File: config.mk
export PLATFORM = sky130hd
export DESIGN_NAME = min_max_stack_top
export DESIGN_NICKNAME = d
export VERILOG_FILES = /design/src/design/mms_pkg.sv /design/src/design/mms_cell.sv /design/src/design/min_max_stack_top.sv
export SDC_FILE = /design/constraint.sdc
export NUM_CORES = 2
export LEC_CHECK = 0
export BUFFER_PORTS_ARGS = -buffer_cell sky130_fd_sc_hd__buf_2
export CAP_MARGIN = 20
export CORE_MARGIN = 5
export CORE_UTILIZATION = 45
export CTS_CLUSTER_SIZE = 8
export DETAILED_ROUTE_END_ITERATION = 12
export MAX_ROUTING_LAYER = met4
export PLACE_DENSITY = 0.7
export SYNTH_ARGS = -nofsm -noshare
export SYNTH_HDL_FRONTEND = slang
export SYNTH_SLANG_ARGS = --single-unit
export TNS_END_PERCENT = 100
File: constraint.sdc
create_clock -name clk -period 31.6 [get_ports clk]
set_input_delay 6.32 -clock clk [delete_from_list [all_inputs] [get_ports clk]]
set_output_delay 6.32 -clock clk [all_outputs]
set_load 0.01 [all_outputs]
File: src/design/mms_pkg.sv
package mms_pkg;

  // Word width and default stack depth
  localparam int DATA_WIDTH = 16;
  localparam int DEPTH_DEFAULT = 16;

  // Operation codes
  localparam logic OP_PUSH = 1'b0;
  localparam logic OP_POP  = 1'b1;

  typedef enum logic [1:0] {
    ST_OK         = 2'd0,
    ST_POP_EMPTY  = 2'd1,
    ST_PUSH_FULL  = 2'd2
  } status_t;

  typedef logic signed [DATA_WIDTH-1:0] data_t;

  // Input word
  typedef struct packed {
    logic  opcode;
    data_t value;
  } req_t;

  // Result word
  typedef struct packed {
    data_t   popped;
    data_t   cur_min;
    data_t   cur_max;
    logic    is_empty;
    logic    is_full;
    status_t status;
  } rsp_t;

  // One stack entry: value plus running min/max at that depth
  typedef struct packed {
    data_t value;
    data_t min;
    data_t max;
  } entry_t;

  // Shift command shared by every cell
  typedef struct packed {
    logic push;
    logic pop;
  } shift_t;

endpackage

File: src/design/mms_cell.sv
module mms_cell (
  input  logic            clk,
  input  mms_pkg::shift_t shift,
  input  mms_pkg::entry_t above,
  input  mms_pkg::entry_t below,
  output mms_pkg::entry_t held
);

  // push moves entries one place deeper, pop one place towards the top
  always_ff @(posedge clk) begin
    if (shift.push) begin
      held <= above;
    end else if (shift.pop) begin
      held <= below;
    end
  end

endmodule

File: src/design/min_max_stack_top.sv
// Channel  | Valid      | Stall      | Word
// input    | req_valid  | req_stall  | req (mms_pkg::req_t)
// result   | rsp_valid  | rsp_stall  | rsp (mms_pkg::rsp_t)
//
// One word is taken per cycle while req_stall is low; its result sits in
// the output register in the cycle after acceptance. The output register is
// the only buffer, so req_stall is raised while a result is held and rsp_stall
// is high. Entries live in a row of DEPTH cells that all shift together on
// push/pop. Reset (rst, synchronous) clears the entry count and the output
// valid; cell contents are not reset.
module min_max_stack_top #(
  parameter int DEPTH = mms_pkg::DEPTH_DEFAULT
) (
  input  logic          clk,
  input  logic          rst,
  input  logic          req_valid,
  output logic          req_stall,
  input  mms_pkg::req_t req,
  output logic          rsp_valid,
  input  logic          rsp_stall,
  output mms_pkg::rsp_t rsp
);

  localparam int CW = $clog2(DEPTH + 1);

  logic [CW-1:0]   count;
  logic [CW-1:0]   count_next;
  logic            accept;
  mms_pkg::shift_t shift;
  mms_pkg::entry_t new_entry;
  mms_pkg::entry_t held [DEPTH];
  mms_pkg::rsp_t   rsp_next;
  logic            empty;
  logic            full;

  assign req_stall = rsp_valid & rsp_stall;
  assign accept    = req_valid & ~req_stall;
  assign empty     = (count == '0);
  assign full      = (count == CW'(DEPTH));

  // Entry to push: running min/max against the current top
  always_comb begin
    new_entry.value = req.value;
    if (empty) begin
      new_entry.min = req.value;
      new_entry.max = req.value;
    end else begin
      new_entry.min = (req.value < held[0].min) ? req.value : held[0].min;
      new_entry.max = (held[0].max < req.value) ? req.value : held[0].max;
    end
  end

  // Operation decode and result word
  always_comb begin
    shift      = '0;
    count_next = count;
    rsp_next   = '0;
    rsp_next.status = mms_pkg::ST_OK;
    if (req.opcode == mms_pkg::OP_PUSH) begin
      if (full) begin
        rsp_next.status  = mms_pkg::ST_PUSH_FULL;
        rsp_next.cur_min = held[0].min;
        rsp_next.cur_max = held[0].max;
      end else begin
        shift.push       = accept;
        count_next       = count + CW'(1);
        rsp_next.cur_min = new_entry.min;
        rsp_next.cur_max = new_entry.max;
      end
    end else begin
      if (empty) begin
        rsp_next.status = mms_pkg::ST_POP_EMPTY;
      end else begin
        shift.pop       = accept;
        count_next      = count - CW'(1);
        rsp_next.popped = held[0].value;
        if (count != CW'(1)) begin
          rsp_next.cur_min = held[1].min;
          rsp_next.cur_max = held[1].max;
        end
      end
    end
    rsp_next.is_empty = (count_next == '0);
    rsp_next.is_full  = (count_next == CW'(DEPTH));
  end

  // Row of cells
  for (genvar i = 0; i < DEPTH; i++) begin : g_cell
    mms_pkg::entry_t above;
    mms_pkg::entry_t below;
    if (i == 0) begin : g_first
      assign above = new_entry;
    end else begin : g_inner_above
      assign above = held[i-1];
    end
    if (i == DEPTH - 1) begin : g_last
      assign below = '0;
    end else begin : g_inner_below
      assign below = held[i+1];
    end
    mms_cell u_cell (
      .clk   (clk),
      .shift (shift),
      .above (above),
      .below (below),
      .held  (held[i])
    );
  end

  // Count and output register
  always_ff @(posedge clk) begin
    if (rst) begin
      count     <= '0;
      rsp_valid <= 1'b0;
    end else begin
      if (accept) begin
        count     <= count_next;
        rsp_valid <= 1'b1;
      end else if (!rsp_stall) begin
        rsp_valid <= 1'b0;
      end
    end
  end

  always_ff @(posedge clk) begin
    if (accept) begin
      rsp <= rsp_next;
    end
  end

endmodule

After elaboration in Yosys (flattened, before gate mapping)
Cells that the tools add are included.

storage, ports and cells
  output and inout port bits = 54
  word-level logic and storage cells = 123
  input bits = 21
  bits in registers = 826

cells by class
  muxes and demuxes = 51
  add/sub/neg operators = 2
  bitwise gates (word level) = 4
  equal/unequal tests = 4
  magnitude comparators = 2
  reductions and logical operators = 4

operator list
  cell                   number
  $mux W48               32
  $mux W32               5
  $lt A16 B16 Y1         2
  $mux W16               2
  $mux W5                3
  $eq A5 B5 Y1 const B   2
  $logic_not A5 Y1       2
  $mux W1                7
  $add A5 B1 Y5 const B  1
  $ne A5 B1 Y1 const B   1
  $sub A5 B1 Y5 const B  1
  $mux W2                2
  $and A1 B1 Y1          2
  $ne A2 B1 Y1 const B   1
  $not A1 Y1             2
  $reduce_bool A2 Y1     1
  $reduce_or A2 Y1       1

Logic depth before layout (Yosys ltp)
  depth after elaboration = 7
  depth in mapped cells = 12
  depth with buffers taken out = 8

Cells and area by module
From an unflattened synthesis, not the netlist that was laid out.

second synthesis, totals
  cells, all modules = 2,036
  area, all modules = 37,239.5 um^2

by module, submodules not included
  module             cells an instance  instances  sequential area each (um^2)  area each (um^2)
  mms_cell           102                16         1,441.4                      2,067.0
  min_max_stack_top  404                1          1,681.6                      4,167.7

Least setup slack after synthesis
Ideal clock, no wire load.

  kind = input to register
  start = in rsp_stall
  end = reg, netlist name g_cell[0].u_cell.held[0]
  setup slack = 6,305 ps
  required time = 30,387 ps
  stages on the path = 4
  path buffers = 1
  library setup time = 1,213 ps
  arrival = 24,082 ps
  cell sequence = and2_1 > nor2b_1 > clkbuf_1 > o21a_1

between the ends
  longest elaborated chain between the ends = 6
  elaborated cells between the ends (all ways) = 8
  those cells by class = 4 x mux; 3 x bitwise; 1 x reduce/logical

RTL lines
  what                            line                                              RTL
  start, declared                 min_max_stack_top.sv:20                           input logic rsp_stall,
  $and A1 B1 Y1 *                 min_max_stack_top.sv:36                           assign req_stall = rsp_valid & rsp_stall;
  $not A1 Y1 *                    min_max_stack_top.sv:37                           assign accept = req_valid & ~req_stall;
  $and A1 B1 Y1 *                 min_max_stack_top.sv:37
  $mux W1 (on tied branches)      min_max_stack_top.sv:71, min_max_stack_top.sv:60
  $mux W1                         min_max_stack_top.sv:59                           if (req.opcode == mms_pkg::OP_PUSH) begin
  $reduce_bool A2 Y1 (no line) *  n/a

Mark *: on every way between the ends. The rest lies on a longest branch, timed or not.
A chain may end at the register's enable or synchronous reset.

Worst setup path after layout
  start = in rsp_stall
  end = out req_stall

between the ends
  longest elaborated chain between the ends = 1

RTL lines
  what           line                     RTL
  $and A1 B1 Y1  min_max_stack_top.sv:36
  end, declared  min_max_stack_top.sv:17  output logic req_stall,

No other way between the ends.

==> results_dict.tcl <==
set metrics [dict create \
    final_nets 3593 \
    synth_edf_count 820 \
    hold_ws_ns 0.508 \
    dieWidth_um 295 \
    clockBufferDepth 3 \
    fin_setup_tns_ns 0 \
    cts_root_buffer "clkbuf_16" \
    period_needed_ns 13.09 \
    utilization_pct 50.5 \
    power.share.sequential_pct 51.0 \
    synthTopCellsByArea "edfxtp_1 (68%), nand2_1 (21%), clkbuf_1 (1.4%)" \
    cp-start-kind "primary input" \
    routed_via_density 5.14 \
    min_path_type "register to register" \
    start_util_pct 45.3 \
    synth_top_area_cell "edfxtp_1" \
    h-tree-depth 3 \
    grt_overflow 0 \
    crit_path_end_kind "output port" \
    detail-route-antenna-nets 0 \
    yosys.area.top_type_share_pct 67.6 \
    ys_seq_area_share_pct 67.9 \
    fin_crit_sh_pct 41.4 \
    max_stage_delay_ns 0.19 \
    setup_violations 0 \
    synthDistinctLibCells 57 \
    path_common_cell "buf_2" \
    cts_tree "yes" \
    cellLeakagePower_nw 17.1 \
    grtUsageTotal_pct 16.5 \
    synth-main-ff-cell "edfxtp_1" \
    total_power_w 0.00270 \
    dp_hpwl_um 40200 \
    postSynthNetCount 3577 \
    wl_per_cell_um 15.4 \
    syn-instance-count 3523 \
    final_cells 4630 \
    grt_pass1_wl_um 117000 \
    hold_viol_final 0 \
    ctsHoldBuffers 0 \
    yosysWarnings 0 \
    cp_max_fo 3 \
    area_growth_pct 11.5 \
    ys_ff_latch 826 \
    tightest_slew_ns 1.08 \
    cp_cell_sequence "buf_2, and2_1, buf_2" \
    die_area_um2 86800 \
    dr.first_iter.drc_count 2601 \
    rsz0062_at_grt "false" \
    fmax_mhz 76.4 \
    drive_above_1_share_pct 7.03 \
    synth_commonest_cells "nand2_1 (2038), edfxtp_1 (820), clkbuf_1 (133), buf_2 (53), and2_1 (50)" \
    first_pass_iters 5 \
    worstPathRequired_ns 25.28 \
    gp_congestion 0.808 \
    swShare_pct 23.8 \
    finalMaxSlewViolations 0 \
    grt_start_max_net_pins 245 \
    p_int_w 0.00206 \
    slew_headroom_pct 27.9 \
    placed_cells 4483 \
    power_density_nw_per_um2 66.4 \
    skew_ns 0.0200 \
    grt_antenna_before_repair 1 \
    grt_pass1_vias 22300 \
    die_y_um 295 \
    peakVddDrop_mv 0.0490 \
    cts_buffers 113 \
    numPortBuffers 74 \
    wirelength_um 71200 \
    io_pins 75 \
    cts.clk_slew.worst_paths_ns 0.05 \
    drc 0 \
    clock_sink_count 826 \
    yosys.cell_count.top_type "nand2_1" \
    rows 104 \
    core-area_um2 80400 \
    post_cts_resized 0 \
    combPwrFrac_pct 9.3 \
    outcome "finished clean" \
    cap_violations 0 \
    pwr-share-clk_pct 39.7 \
    slowest_stage "and2_1" \
    crit_arrival_ns 6.77 \
    clk_latency_ns 0.65 \
    syn_avg_cell_area_um2 10.3 \
    critPathKind "primary input to output port" \
    cts_setup_buffers 0 \
    p_sw_w 0.000643 \
    synth_area_um2 36400 \
    async_flop_share_pct 0 \
    vias 23800 \
]
==> layout make-up <==
cell class / instances / area [um^2]
Inverter: 38 / 143
Antenna cell: 2 / 5.00
Clock inverter: 6 / 77.6
Fill cell: 7009 / 39800
Multi-Input combinational cell: 2458 / 10700
Timing Repair Buffer: 102 / 622
Sequential cell: 826 / 24700
Tap cell: 1060 / 1330
Clock buffer: 138 / 2960
==> critical path: cells and delay by family <==
family | cells | cell delay (ns)
buf+inv | 2 | 0.25
simple gates | 1 | 0.19
==> power by group through the flow <==
| stage | clock network, W | registers [W] | logic [W] |
|---|---|---|---|
| 6_report | 0.00107 | 0.00138 | 0.000251 |
| 4_1_cts | 0.00109 | 0.00137 | 0.000254 |
| 2_1_floorplan | 0 | 0.00145 | 0.000181 |
| 3_5_place_dp | 0 | 0.00139 | 0.000253 |
| 3_3_place_gp | 0 | 0.00139 | 0.000246 |
| 5_1_grt | 0.00115 | 0.00138 | 0.000286 |
==> per-layer routing <==
metal	vias up	wire length [um]	global-route usage, %
li1	11800	-	-
met1	11300	33100	23.8
met2	644	32700	24.7
met3	113	3740	2.39
met4	0	1710	5.05
met5	-	0	-
==> path summary, 6_finish.rpt <==
kind	from	endpoint	slack (ns)	cells after the start
max reg2reg	count[0]	g_cell[9].u_cell.held[21]	25.38	8
min	g_cell[15].u_cell.held[45]	g_cell[14].u_cell.held[45]	0.51	2
min reg2reg	g_cell[15].u_cell.held[45]	g_cell[14].u_cell.held[45]	0.51	2
max	rsp_stall	req_stall	18.51	3
==> placed cells by master, fill, tap and decap left out, types with 3 or more instances in the layout <==
cell	count
nand2_1	2037
edfxtp_1	820
clkbuf_16	115
buf_2	74
and2_1	50
and3_1	49
a31oi_1	48
o21ai_0	40
inv_1	38
ha_1	33
nor2_1	30
a221o_1	30
buf_4	24
a21oi_1	23
clkbuf_1	23
nand2b_1	21
o211ai_1	15
o221a_1	10
o221a_2	6
dfxtp_1	6
nand4_1	5
nand3_1	4
nor2b_1	4
nor3_1	4
nand3b_1	4
a211oi_1	3
mux2i_1	3
buf_12	3
==> logic make-up after synthesis <==
family | count (synthesis) | share of synthesized area [%]
and+or+nand+nor | 2219 | 24.0
muxes | 5 | 0.141
buffers and inverters | 239 | 2.73
xor gates and xnor gates | 2 | 0.0481
adders and majority gates | 33 | 1.13
DFF | 826 | 67.9
AOI/OAI and AO/OA | 199 | 4.03
==> through the flow <==
stage               instance area, um^2  setup slack [ns]
CTS                               40600             18.51
global route                      40600             18.49
finish                            40600             18.51
floorplan                         36400              6.30
global placement                  37600             18.52
detailed placement                37600             18.51
==> state kept, by name, indices dropped and copies added, names as in the netlist <==
| register | count |
|---|---|
| count | 5 |
| g_cell.u_cell.held | 768 |
| rsp | 52 |
| rsp_valid | 1 |
Note: power is estimated with default switching activity, not from simulation.
